===== src/sv/cbdr_pkg.sv =====
// Shared types, constants and the CRC byte update for the block deframer.
package cbdr_pkg;

   localparam int MAX_FRAME_DEF = 64;
   localparam int MIN_FRAME     = 5;

   localparam logic [15:0] CRC_INIT = 16'hFFFF;
   localparam logic [15:0] CRC_POLY = 16'h8408;
   localparam logic [7:0]  SEQ_MASK = 8'h0F;

   localparam logic [0:0] CSR_SYNC_VALUE = 1'b0;
   localparam logic [0:0] CSR_DEST_BITS  = 1'b1;

   localparam logic [2:0] RD_IDX   = 3'd0;
   localparam logic [2:0] RD_ZERO  = 3'd1;
   localparam logic [2:0] RD_ONE   = 3'd2;
   localparam logic [2:0] RD_LENM1 = 3'd3;
   localparam logic [2:0] RD_LENM3 = 3'd4;
   localparam logic [2:0] RD_LENM2 = 3'd5;

   typedef struct packed {
      logic       append;
      logic       rd_en;
      logic [2:0] rd_sel;
      logic       ld_len;
      logic       ld_seq;
      logic       crc_init;
      logic       crc_step;
      logic       idx_clr;
      logic       idx_inc;
      logic       ld_rxhi;
      logic       ev_good;
      logic       ev_disc_idx;
      logic       ev_disc_all;
      logic       emit_last;
   } cmd_type;

   typedef struct packed {
      logic held_lt_min;
      logic hunting;
      logic len_bad;
      logic dest_bad;
      logic held_lt_len;
      logic byte_is_sync;
      logic crc_last;
      logic srch_last;
      logic crc_ok;
      logic pend_valid;
      logic out_free;
   } stat_type;

   function automatic logic [15:0] crc_byte(input logic [15:0] crc, input logic [7:0] data);
      logic [15:0] c;
      c = crc ^ {8'h00, data};
      for (int b = 0; b < 8; b++) begin
         if (c[0]) begin
            c = (c >> 1) ^ CRC_POLY;
         end else begin
            c = c >> 1;
         end
      end
      return c;
   endfunction

endpackage


===== src/sv/cbdr_ram.sv =====
// Generic single write, single read RAM with registered read data.
module cbdr_ram #(
   parameter int WIDTH = 8,
   parameter int DEPTH = 64
) (
   input  logic                     clock,
   input  logic                     wr_en,
   input  logic [$clog2(DEPTH)-1:0] wr_addr,
   input  logic [WIDTH-1:0]         wr_data,
   input  logic                     rd_en,
   input  logic [$clog2(DEPTH)-1:0] rd_addr,
   output logic [WIDTH-1:0]         rd_data
);
   logic [WIDTH-1:0] mem_ff [DEPTH];
   logic [WIDTH-1:0] rd_data_ff;

   always_ff @(posedge clock) begin
      if (wr_en) begin
         mem_ff[wr_addr] <= wr_data;
      end
      if (rd_en) begin
         rd_data_ff <= mem_ff[rd_addr];
      end
   end

   assign rd_data = rd_data_ff;
endmodule


===== src/sv/cbdr_ctrl.sv =====
// Controller state machine that sequences the parse of the held bytes.
module cbdr_ctrl (
   input  logic               clock,
   input  logic               reset,
   input  logic               req_valid,
   output logic               req_stall,
   input  cbdr_pkg::stat_type stat,
   output cbdr_pkg::cmd_type  cmd
);
   import cbdr_pkg::*;

   localparam logic [3:0] S_IDLE     = 4'd0;
   localparam logic [3:0] S_PARSE    = 4'd1;
   localparam logic [3:0] S_LEN_CHK  = 4'd2;
   localparam logic [3:0] S_DEST_CHK = 4'd3;
   localparam logic [3:0] S_SYNC_CHK = 4'd4;
   localparam logic [3:0] S_CRC_RD   = 4'd5;
   localparam logic [3:0] S_CRC_UPD  = 4'd6;
   localparam logic [3:0] S_RX_HI    = 4'd7;
   localparam logic [3:0] S_RX_LO    = 4'd8;
   localparam logic [3:0] S_GOOD     = 4'd9;
   localparam logic [3:0] S_SRCH_RD  = 4'd10;
   localparam logic [3:0] S_SRCH_CHK = 4'd11;
   localparam logic [3:0] S_DISC_IDX = 4'd12;
   localparam logic [3:0] S_DISC_ALL = 4'd13;
   localparam logic [3:0] S_FLUSH    = 4'd14;

   logic [3:0] state_ff;
   logic [3:0] state_in;
   logic       ev_ok;

   assign req_stall = (state_ff != S_IDLE);
   assign ev_ok     = !stat.pend_valid || stat.out_free;

   always_comb begin
      state_in = state_ff;
      cmd      = '0;
      unique case (state_ff)
         S_IDLE: begin
            if (req_valid) begin
               cmd.append = 1'b1;
               state_in   = S_PARSE;
            end
         end
         S_PARSE: begin
            if (stat.held_lt_min) begin
               state_in = S_FLUSH;
            end else if (stat.hunting) begin
               cmd.idx_clr = 1'b1;
               state_in    = S_SRCH_RD;
            end else begin
               cmd.rd_en  = 1'b1;
               cmd.rd_sel = RD_ZERO;
               state_in   = S_LEN_CHK;
            end
         end
         S_LEN_CHK: begin
            cmd.ld_len = 1'b1;
            if (stat.len_bad) begin
               cmd.idx_clr = 1'b1;
               state_in    = S_SRCH_RD;
            end else begin
               cmd.rd_en  = 1'b1;
               cmd.rd_sel = RD_ONE;
               state_in   = S_DEST_CHK;
            end
         end
         S_DEST_CHK: begin
            cmd.ld_seq = 1'b1;
            if (stat.dest_bad) begin
               cmd.idx_clr = 1'b1;
               state_in    = S_SRCH_RD;
            end else if (stat.held_lt_len) begin
               state_in = S_FLUSH;
            end else begin
               cmd.rd_en  = 1'b1;
               cmd.rd_sel = RD_LENM1;
               state_in   = S_SYNC_CHK;
            end
         end
         S_SYNC_CHK: begin
            cmd.idx_clr = 1'b1;
            if (!stat.byte_is_sync) begin
               state_in = S_SRCH_RD;
            end else begin
               cmd.crc_init = 1'b1;
               state_in     = S_CRC_RD;
            end
         end
         S_CRC_RD: begin
            cmd.rd_en  = 1'b1;
            cmd.rd_sel = RD_IDX;
            state_in   = S_CRC_UPD;
         end
         S_CRC_UPD: begin
            cmd.crc_step = 1'b1;
            cmd.idx_inc  = 1'b1;
            if (stat.crc_last) begin
               cmd.rd_en  = 1'b1;
               cmd.rd_sel = RD_LENM3;
               state_in   = S_RX_HI;
            end else begin
               state_in = S_CRC_RD;
            end
         end
         S_RX_HI: begin
            cmd.ld_rxhi = 1'b1;
            cmd.rd_en   = 1'b1;
            cmd.rd_sel  = RD_LENM2;
            state_in    = S_RX_LO;
         end
         S_RX_LO: begin
            if (stat.crc_ok) begin
               state_in = S_GOOD;
            end else begin
               cmd.idx_clr = 1'b1;
               state_in    = S_SRCH_RD;
            end
         end
         S_GOOD: begin
            if (ev_ok) begin
               cmd.ev_good = 1'b1;
               state_in    = S_PARSE;
            end
         end
         S_SRCH_RD: begin
            cmd.rd_en  = 1'b1;
            cmd.rd_sel = RD_IDX;
            state_in   = S_SRCH_CHK;
         end
         S_SRCH_CHK: begin
            if (stat.byte_is_sync) begin
               state_in = S_DISC_IDX;
            end else if (stat.srch_last) begin
               state_in = S_DISC_ALL;
            end else begin
               cmd.idx_inc = 1'b1;
               state_in    = S_SRCH_RD;
            end
         end
         S_DISC_IDX: begin
            if (ev_ok) begin
               cmd.ev_disc_idx = 1'b1;
               state_in        = S_PARSE;
            end
         end
         S_DISC_ALL: begin
            if (ev_ok) begin
               cmd.ev_disc_all = 1'b1;
               state_in        = S_PARSE;
            end
         end
         S_FLUSH: begin
            if (!stat.pend_valid) begin
               state_in = S_IDLE;
            end else if (stat.out_free) begin
               cmd.emit_last = 1'b1;
               state_in      = S_IDLE;
            end
         end
         default: begin
            state_in = S_IDLE;
         end
      endcase
   end

   always_ff @(posedge clock) begin
      if (reset) begin
         state_ff <= S_IDLE;
      end else begin
         state_ff <= state_in;
      end
   end
endmodule


===== src/sv/cbdr_dpath.sv =====
// Datapath: frame store, pointers, CRC, configuration and result registers.
module cbdr_dpath #(
   parameter int MAX_FRAME = cbdr_pkg::MAX_FRAME_DEF
) (
   input  logic                           clock,
   input  logic                           reset,
   input  logic                           csr_write,
   input  logic [0:0]                     csr_index,
   input  logic [7:0]                     csr_wdata,
   input  logic [7:0]                     req_data_byte,
   input  cbdr_pkg::cmd_type              cmd,
   output cbdr_pkg::stat_type             stat,
   input  logic                           rsp_stall,
   output logic                           rsp_valid,
   output logic                           rsp_event_kind,
   output logic [$clog2(MAX_FRAME+1)-1:0] rsp_byte_count,
   output logic [3:0]                     rsp_seq_number,
   output logic                           rsp_last_event
);
   import cbdr_pkg::*;

   localparam int CW = $clog2(MAX_FRAME + 1);
   localparam int AW = $clog2(MAX_FRAME);

   logic [7:0]    sync_ff, dest_ff;
   logic [AW-1:0] head_ff, head_in;
   logic [CW-1:0] held_ff, held_in;
   logic          hunt_ff, hunt_in;
   logic [CW-1:0] len_ff, idx_ff;
   logic [3:0]    seq_ff;
   logic [15:0]   crc_ff;
   logic [7:0]    rxhi_ff;
   logic          pend_valid_ff, pend_valid_in;
   logic          pend_kind_ff;
   logic [CW-1:0] pend_cnt_ff;
   logic [3:0]    pend_seq_ff;
   logic          out_valid_ff, out_valid_in;
   logic          out_kind_ff;
   logic [CW-1:0] out_cnt_ff;
   logic [3:0]    out_seq_ff;
   logic          out_last_ff;
   logic [CW-1:0] rd_off;
   logic [AW-1:0] rd_addr, wr_addr;
   logic [7:0]    rd_data;
   logic          ev_any, ev_kind, load_out;
   logic [CW-1:0] ev_cnt;
   logic [3:0]    ev_seq;
   logic [8:0]    rd9;

   function automatic logic [AW-1:0] wrap_add(input logic [AW-1:0] base,
                                               input logic [CW-1:0] off);
      logic [CW:0] sum;
      sum = {{(CW + 1 - AW){1'b0}}, base} + {1'b0, off};
      if (sum >= (CW + 1)'(MAX_FRAME)) begin
         sum = sum - (CW + 1)'(MAX_FRAME);
      end
      return sum[AW-1:0];
   endfunction

   always_comb begin
      unique case (cmd.rd_sel)
         RD_IDX:   rd_off = idx_ff;
         RD_ZERO:  rd_off = '0;
         RD_ONE:   rd_off = CW'(1);
         RD_LENM1: rd_off = len_ff - CW'(1);
         RD_LENM3: rd_off = len_ff - CW'(3);
         RD_LENM2: rd_off = len_ff - CW'(2);
         default:  rd_off = '0;
      endcase
   end

   assign rd_addr = wrap_add(head_ff, rd_off);
   assign wr_addr = wrap_add(head_ff, held_ff);

   cbdr_ram #(.WIDTH(8), .DEPTH(MAX_FRAME)) u_store (
      .clock   (clock),
      .wr_en   (cmd.append),
      .wr_addr (wr_addr),
      .wr_data (req_data_byte),
      .rd_en   (cmd.rd_en),
      .rd_addr (rd_addr),
      .rd_data (rd_data)
   );

   assign rd9 = {1'b0, rd_data};

   always_comb begin
      stat.held_lt_min  = held_ff < CW'(MIN_FRAME);
      stat.hunting      = hunt_ff;
      stat.len_bad      = (rd9 < 9'(MIN_FRAME)) || (rd9 > 9'(MAX_FRAME));
      stat.dest_bad     = (rd_data & ~SEQ_MASK) != dest_ff;
      stat.held_lt_len  = held_ff < len_ff;
      stat.byte_is_sync = rd_data == sync_ff;
      stat.crc_last     = idx_ff == (len_ff - CW'(4));
      stat.srch_last    = idx_ff == (held_ff - CW'(1));
      stat.crc_ok       = {rxhi_ff, rd_data} == crc_ff;
      stat.pend_valid   = pend_valid_ff;
      stat.out_free     = !out_valid_ff || !rsp_stall;
   end

   always_comb begin
      ev_any  = cmd.ev_good || cmd.ev_disc_idx || cmd.ev_disc_all;
      ev_kind = !cmd.ev_good;
      ev_seq  = cmd.ev_good ? seq_ff : 4'd0;
      priority if (cmd.ev_good) begin
         ev_cnt = len_ff;
      end else if (cmd.ev_disc_idx) begin
         ev_cnt = idx_ff + CW'(1);
      end else begin
         ev_cnt = held_ff;
      end

      head_in = head_ff;
      held_in = held_ff;
      hunt_in = hunt_ff;
      if (cmd.append) begin
         held_in = held_ff + CW'(1);
      end
      if (ev_any) begin
         head_in = wrap_add(head_ff, ev_cnt);
         held_in = held_ff - ev_cnt;
         if (cmd.ev_disc_idx) begin
            hunt_in = 1'b0;
         end else if (cmd.ev_disc_all) begin
            hunt_in = 1'b1;
         end
      end

      load_out      = (ev_any && pend_valid_ff) || cmd.emit_last;
      pend_valid_in = pend_valid_ff;
      if (ev_any) begin
         pend_valid_in = 1'b1;
      end else if (cmd.emit_last) begin
         pend_valid_in = 1'b0;
      end

      out_valid_in = out_valid_ff && rsp_stall;
      if (load_out) begin
         out_valid_in = 1'b1;
      end
   end

   always_ff @(posedge clock) begin
      if (reset) begin
         sync_ff       <= 8'd126;
         dest_ff       <= 8'd16;
         head_ff       <= '0;
         held_ff       <= '0;
         hunt_ff       <= 1'b0;
         pend_valid_ff <= 1'b0;
         out_valid_ff  <= 1'b0;
      end else begin
         if (csr_write) begin
            unique case (csr_index)
               CSR_SYNC_VALUE: sync_ff <= csr_wdata;
               CSR_DEST_BITS:  dest_ff <= csr_wdata;
               default:        sync_ff <= sync_ff;
            endcase
         end
         head_ff       <= head_in;
         held_ff       <= held_in;
         hunt_ff       <= hunt_in;
         pend_valid_ff <= pend_valid_in;
         out_valid_ff  <= out_valid_in;
      end
   end

   always_ff @(posedge clock) begin
      if (cmd.ld_len) begin
         len_ff <= CW'(rd_data);
      end
      if (cmd.ld_seq) begin
         seq_ff <= rd_data[3:0];
      end
      if (cmd.ld_rxhi) begin
         rxhi_ff <= rd_data;
      end
      if (cmd.crc_init) begin
         crc_ff <= CRC_INIT;
      end else if (cmd.crc_step) begin
         crc_ff <= crc_byte(crc_ff, rd_data);
      end
      if (cmd.idx_clr) begin
         idx_ff <= '0;
      end else if (cmd.idx_inc) begin
         idx_ff <= idx_ff + CW'(1);
      end
      if (ev_any) begin
         pend_kind_ff <= ev_kind;
         pend_cnt_ff  <= ev_cnt;
         pend_seq_ff  <= ev_seq;
      end
      if (load_out) begin
         out_kind_ff <= pend_kind_ff;
         out_cnt_ff  <= pend_cnt_ff;
         out_seq_ff  <= pend_seq_ff;
         out_last_ff <= cmd.emit_last;
      end
   end

   assign rsp_valid      = out_valid_ff;
   assign rsp_event_kind = out_kind_ff;
   assign rsp_byte_count = out_cnt_ff;
   assign rsp_seq_number = out_seq_ff;
   assign rsp_last_event = out_last_ff;
endmodule


===== src/sv/crc16_block_deframer_resync.sv =====
// Top level of the length-framed block deframer with CRC check and resync.
//
//   Channel  Direction  Handshake          Content
//   req      in         req_valid/stall    one received link byte
//   rsp      out        rsp_valid/stall    one frame or discard event
//   csr      in         csr_write          sync value and destination bits
//
// One byte is taken at a time; the next is accepted once every event it
// causes has been placed in the result register or the one-entry hold stage.
// Each frame store read is registered, so the parser spends a read state and a
// check state on every byte it examines in a CRC pass or a sync search.
// Reset clears the pointers, counts and hunting flag; the store is not cleared.
// A stalled result holds the parser at the point where it next reports.
module crc16_block_deframer_resync #(
   parameter int MAX_FRAME = cbdr_pkg::MAX_FRAME_DEF
) (
   input  logic                           clock,
   input  logic                           reset,
   input  logic                           csr_write,
   input  logic [0:0]                     csr_index,
   input  logic [7:0]                     csr_wdata,
   input  logic                           req_valid,
   output logic                           req_stall,
   input  logic [7:0]                     req_data_byte,
   output logic                           rsp_valid,
   input  logic                           rsp_stall,
   output logic                           rsp_event_kind,
   output logic [$clog2(MAX_FRAME+1)-1:0] rsp_byte_count,
   output logic [3:0]                     rsp_seq_number,
   output logic                           rsp_last_event
);
   import cbdr_pkg::*;

   cmd_type  cmd;
   stat_type stat;

   cbdr_ctrl u_ctrl (
      .clock     (clock),
      .reset     (reset),
      .req_valid (req_valid),
      .req_stall (req_stall),
      .stat      (stat),
      .cmd       (cmd)
   );

   cbdr_dpath #(.MAX_FRAME(MAX_FRAME)) u_dpath (
      .clock          (clock),
      .reset          (reset),
      .csr_write      (csr_write),
      .csr_index      (csr_index),
      .csr_wdata      (csr_wdata),
      .req_data_byte  (req_data_byte),
      .cmd            (cmd),
      .stat           (stat),
      .rsp_stall      (rsp_stall),
      .rsp_valid      (rsp_valid),
      .rsp_event_kind (rsp_event_kind),
      .rsp_byte_count (rsp_byte_count),
      .rsp_seq_number (rsp_seq_number),
      .rsp_last_event (rsp_last_event)
   );
endmodule


===== config.mk =====
export PLATFORM = sky130hd
export DESIGN_NAME = crc16_block_deframer_resync
export DESIGN_NICKNAME = d
export VERILOG_FILES = /design/src/sv/cbdr_pkg.sv /design/src/sv/cbdr_ram.sv /design/src/sv/cbdr_ctrl.sv /design/src/sv/cbdr_dpath.sv /design/src/sv/crc16_block_deframer_resync.sv
export SDC_FILE = /design/constraint.sdc
export NUM_CORES = 1
export LEC_CHECK = 0
export BUFFER_PORTS_ARGS = -buffer_cell sky130_fd_sc_hd__clkbuf_2
export CAP_MARGIN = 15
export CORE_MARGIN = 3
export CORE_UTILIZATION = 25
export CTS_BUF_LIST = sky130_fd_sc_hd__clkbuf_16
export DETAILED_ROUTE_END_ITERATION = 8
export SETUP_SLACK_MARGIN = 0.2
export SLEW_MARGIN = 0
export SYNTH_ARGS = -nofsm -noshare
export SYNTH_HDL_FRONTEND = slang
export SYNTH_SLANG_ARGS = --single-unit

===== constraint.sdc =====
create_clock -name clock -period 5.72 [get_ports clock]
set_clock_uncertainty 0.1 [all_clocks]
set_input_delay 0.286 -clock clock [delete_from_list [all_inputs] [get_ports clock]]
set_output_delay 0.286 -clock clock [all_outputs]
set_load 0.02 [all_outputs]

==> out/qor.csv <==
stage,metric,value,unit
status,outcome,"finished, final reports clean",
route,post-DR wirelength/cell,20.3,um
route,Via density,4.70,
run,maxcap violations,0,
worst_setup_path,Critical Path Fanout Max,27,
grt,largest net degree at the start of global routing,65,
clock_network,CTS tree,yes,
finish,"commonest non-fill, non-tap cell in the layout",edfxtp_1,
worst_setup_path,"Arr. time, crit path",5.56,ns
power_and_ir_drop,Pleak,10.1,nW
synth,post-synth top area cell,edfxtp_1,
clock_network,total CTS buffers,61,
route,1st-pass router iterations,5,
finish,Area growth syn-to-layout,16.5,%
die,Die Area,111000,um^2
synth,yosys warns,0,
route,Antenna Violating Nets Remaining,0,
route,final WL,64.4,mm
grt,vias in the first global route,14800,
worst_setup_path,crit end category,register,
synth,Post-synth EDFFs,564,
worst_setup_path,critical path's top delay family,adder cells,
finish,antenna diode count,0,
finish,share of layout cells above drive strength 1,0.218,
die,Die X,334,um
synth,Synthesized Nets,1691,
sta,Fmax,0.190,GHz
sta,Final Hold Viols,0,
synth,mux cell area share after synthesis,0.147,
finish,Util after Layout,0.295,
worst_setup_path,Worst path slowest cell,fa_4,
synth,simple-gate share of the synthesized area,0.0607,
synth,post-synthesis compound-gate area fraction,0.0509,
finish,post-layout instance area,31300,um^2
finish,most frequent cells in the layout,"edfxtp_1, mux4_2, nor2_1",
min_path,Hold EP,u_ctrl.state_ff[0],
placed_design,Port-buffer cells,36,
die,chip height,334,um
clock_network,Longest Clk Path Bufs,3,
placed_design,Placed Instances,3032,
clock_network,clk root buf,clkbuf_16,
route,drc violations,0,
sta,minimum clock period,5.25,ns
sta,Fin Setup TNS,0,ns
sta,Fin Hold WS,0.0518,ns
finish,# fillers,10500,
min_path,HP Class,in -> reg,
worst_setup_path,crit-path cells,inv_1 > ha_1 > nand2b_1 > o211a_1 > o31ai_2 > nand2_1 > inv_1 > fa_1 > nor2_1 > a31oi_1 > nor2b_1 > fa_4 > buf_12 > clkbuf_16 > mux4_2 > mux4_2 > o22ai_1 > mux2_2 > nor3_2,
finish,area taken by multi-input logic gates,8290,um^2
sta,Rel. slew slack,0.219,
sta,RSZ-0062 raised after global routing,no,
finish,Finished Layout Cells,3169,
worst_setup_path,Worst R2R End,u_dpath.u_store.rd_data[2],
placed_design,final RePlAce weighted congestion,0.871,
power_and_ir_drop,Pwr per Cell Area,422,nW/um^2
grt,initial antenna violation count,0,
route,via count,14900,
clock_network,Worst-Skew Late Latency,0.65,ns
placed_design,Area after DPL,28900,um^2
sta,Slew @ Worst Pin,1.17,ns
die,Ports,37,
synth,largest cells by area after synthesis,"edfxtp_1, mux4_2, dfxtp_1, xnor2_1, nor2_1",
synth,Synth Area in Adders,0.0186,
worst_setup_path,Startpoint Class,register,
clock_network,H-tree Lvls,2,
placed_design,DP Wirelength,40.9,mm
synth,"Top FF cell, synth",edfxtp_1,
worst_setup_path,critical path buffer and inverter count,4,
synth,main combinational cell family by area after synthesis,multiplexers,
synth,Syn Inst Count,1632,
finish,final net count,1784,
grt,GRT Util Overall,0.112,
min_path,hold path start,req_valid,
finish,Reg area,18100,um^2
sta,count of final setup violators,0,
worst_setup_path,Crit Path Class,reg -> reg,
worst_setup_path,Worst Path Required,6.03,ns
worst_setup_path,CP peak stage delay,0.86,ns
route,DRT iter0 DRCs,1684,
synth,"Avg Cell Area, Syn",16.5,um^2
clock_network,Clock Sinks,623,
sta,"Slew Viols, Final",0,
synth,Post-Synth XOR/XNOR Area,0.0296,
die,Site Rows,119,
clock_network,clk slew on worst S/H paths,0.07,ns
synth,Post-synth ARST share,0,
min_path,WHS Path Cells,5,
synth,area of the mapped netlist,26900,um^2
power_and_ir_drop,Worst IR Drop VDD,0.257,mV
sta,final worst-path cycle share,0.918,
synth,"Distinct cells, synth",69,
synth,post-synth top area share,0.630,
synth,register area share after synthesis,0.674,
synth,"flops & latches, synth",623,
worst_setup_path,Reg2Reg Depth,19,
die,area of the core,106000,um^2
grt,GRT overflow,0,
worst_setup_path,FF-to-FF setup slack,0.47,ns
die,Initial Utilization,0.253,
grt,first-pass GRT wire length,96.0,mm
worst_setup_path,FF-to-FF Start,u_dpath.len_ff[2],
cells by family after synthesis:
logic type      after synthesis
compound gates              219
xor+xnor                     90
fa+ha+maj                    37
buf+inv                     112
flops                       623
mux                         208
simple gates                343
synthesized netlist by cell type, drive strengths merged, types with 3 or more instances:
cell type / number
a211o: 8
a211oi: 5
a21o: 10
a21oi: 80
a31oi: 4
and2: 9
and3: 7
buf: 39
clkbuf: 43
dfxtp: 59
edfxtp: 564
fa: 5
ha: 32
inv: 30
mux2: 24
mux2i: 40
mux4: 144
nand2: 104
nand2b: 12
nand3: 25
nand3b: 3
nand4: 9
nand4bb: 3
nor2: 123
nor2b: 11
nor3: 22
nor4: 5
o211ai: 20
o21a: 4
o21ai: 45
o21bai: 3
o221ai: 3
o22ai: 17
o31ai: 5
xnor2: 60
xor2: 30
report_power, final:
part	total (W)	internal (W)	switching [W]	leakage, nW
clock network	0.00407	0.00229	0.00178	1.05
registers	0.00540	0.00520	0.000198	5.56
logic	0.00374	0.00176	0.00198	3.53
total	0.0132	0.00925	0.00395	10.1
routing by layer:
metal	track usage	part of all wire	up-vias
li1	-	-	6602
met1	0.160	0.44	7658
met2	0.174	0.46	542
met3	0.0217	0.074	99
met4	0.0308	0.024	0
met5	0	0	-
what timing repair did:
action / 4_1_cts / 5_1_grt
hold buffers: 13 / 0
endpoints found under the setup margin: 0 / 8
setup buffers: 0 / 4
gates resized for setup: 0 / 7
endpoints found under the hold margin: 17 / 0
cell type report:
type                       instances  area share
clock buffer                      63      0.0504
clock inverter                    53      0.0150
inverter                          30     0.00360
multi-input combinational        897       0.265
sequential                       623       0.579
tap                             1391      0.0556
timing repair buffer             112      0.0314
flip-flops by register name, summed over array words and instances (netlist names), 8 cells and up:
name	flops
u_dpath.dest_ff	8
u_dpath.rxhi_ff	8
u_dpath.u_store.rd_data	8
u_dpath.u_store.mem_ff	512
u_dpath.sync_ff	8
u_dpath.crc_ff	16
worst min-delay path: stages:
cell      delay (ns)
clkbuf_2        0.12
nor2_1          0.10
a21oi_1         0.07
nor2_1          0.08
o41ai_1         0.08
per-stage QoR:
stage               power [W]  setup slack, ns
floorplan             0.00805            0.794
global route           0.0138            0.201
detailed placement    0.00917            0.446
finish                 0.0132            0.468
global placement      0.00912            0.441
CTS                    0.0133            0.449
worst max-delay path by stage:
stage,from,end,slack (ns),cells past startpoint
2_1_floorplan,u_dpath.len_ff[2],u_dpath.u_store.rd_data[0],0.79,22
3_3_place_gp,u_dpath.len_ff[2],u_dpath.u_store.rd_data[0],0.44,18
3_5_place_dp,u_dpath.len_ff[2],u_dpath.u_store.rd_data[0],0.45,18
4_1_cts,u_dpath.len_ff[2],u_dpath.u_store.rd_data[2],0.45,18
5_1_grt,u_dpath.len_ff[2],u_dpath.u_store.rd_data[4],0.20,19
6_report,u_dpath.len_ff[2],u_dpath.u_store.rd_data[2],0.47,19
Power figures use the tool's default switching activity.
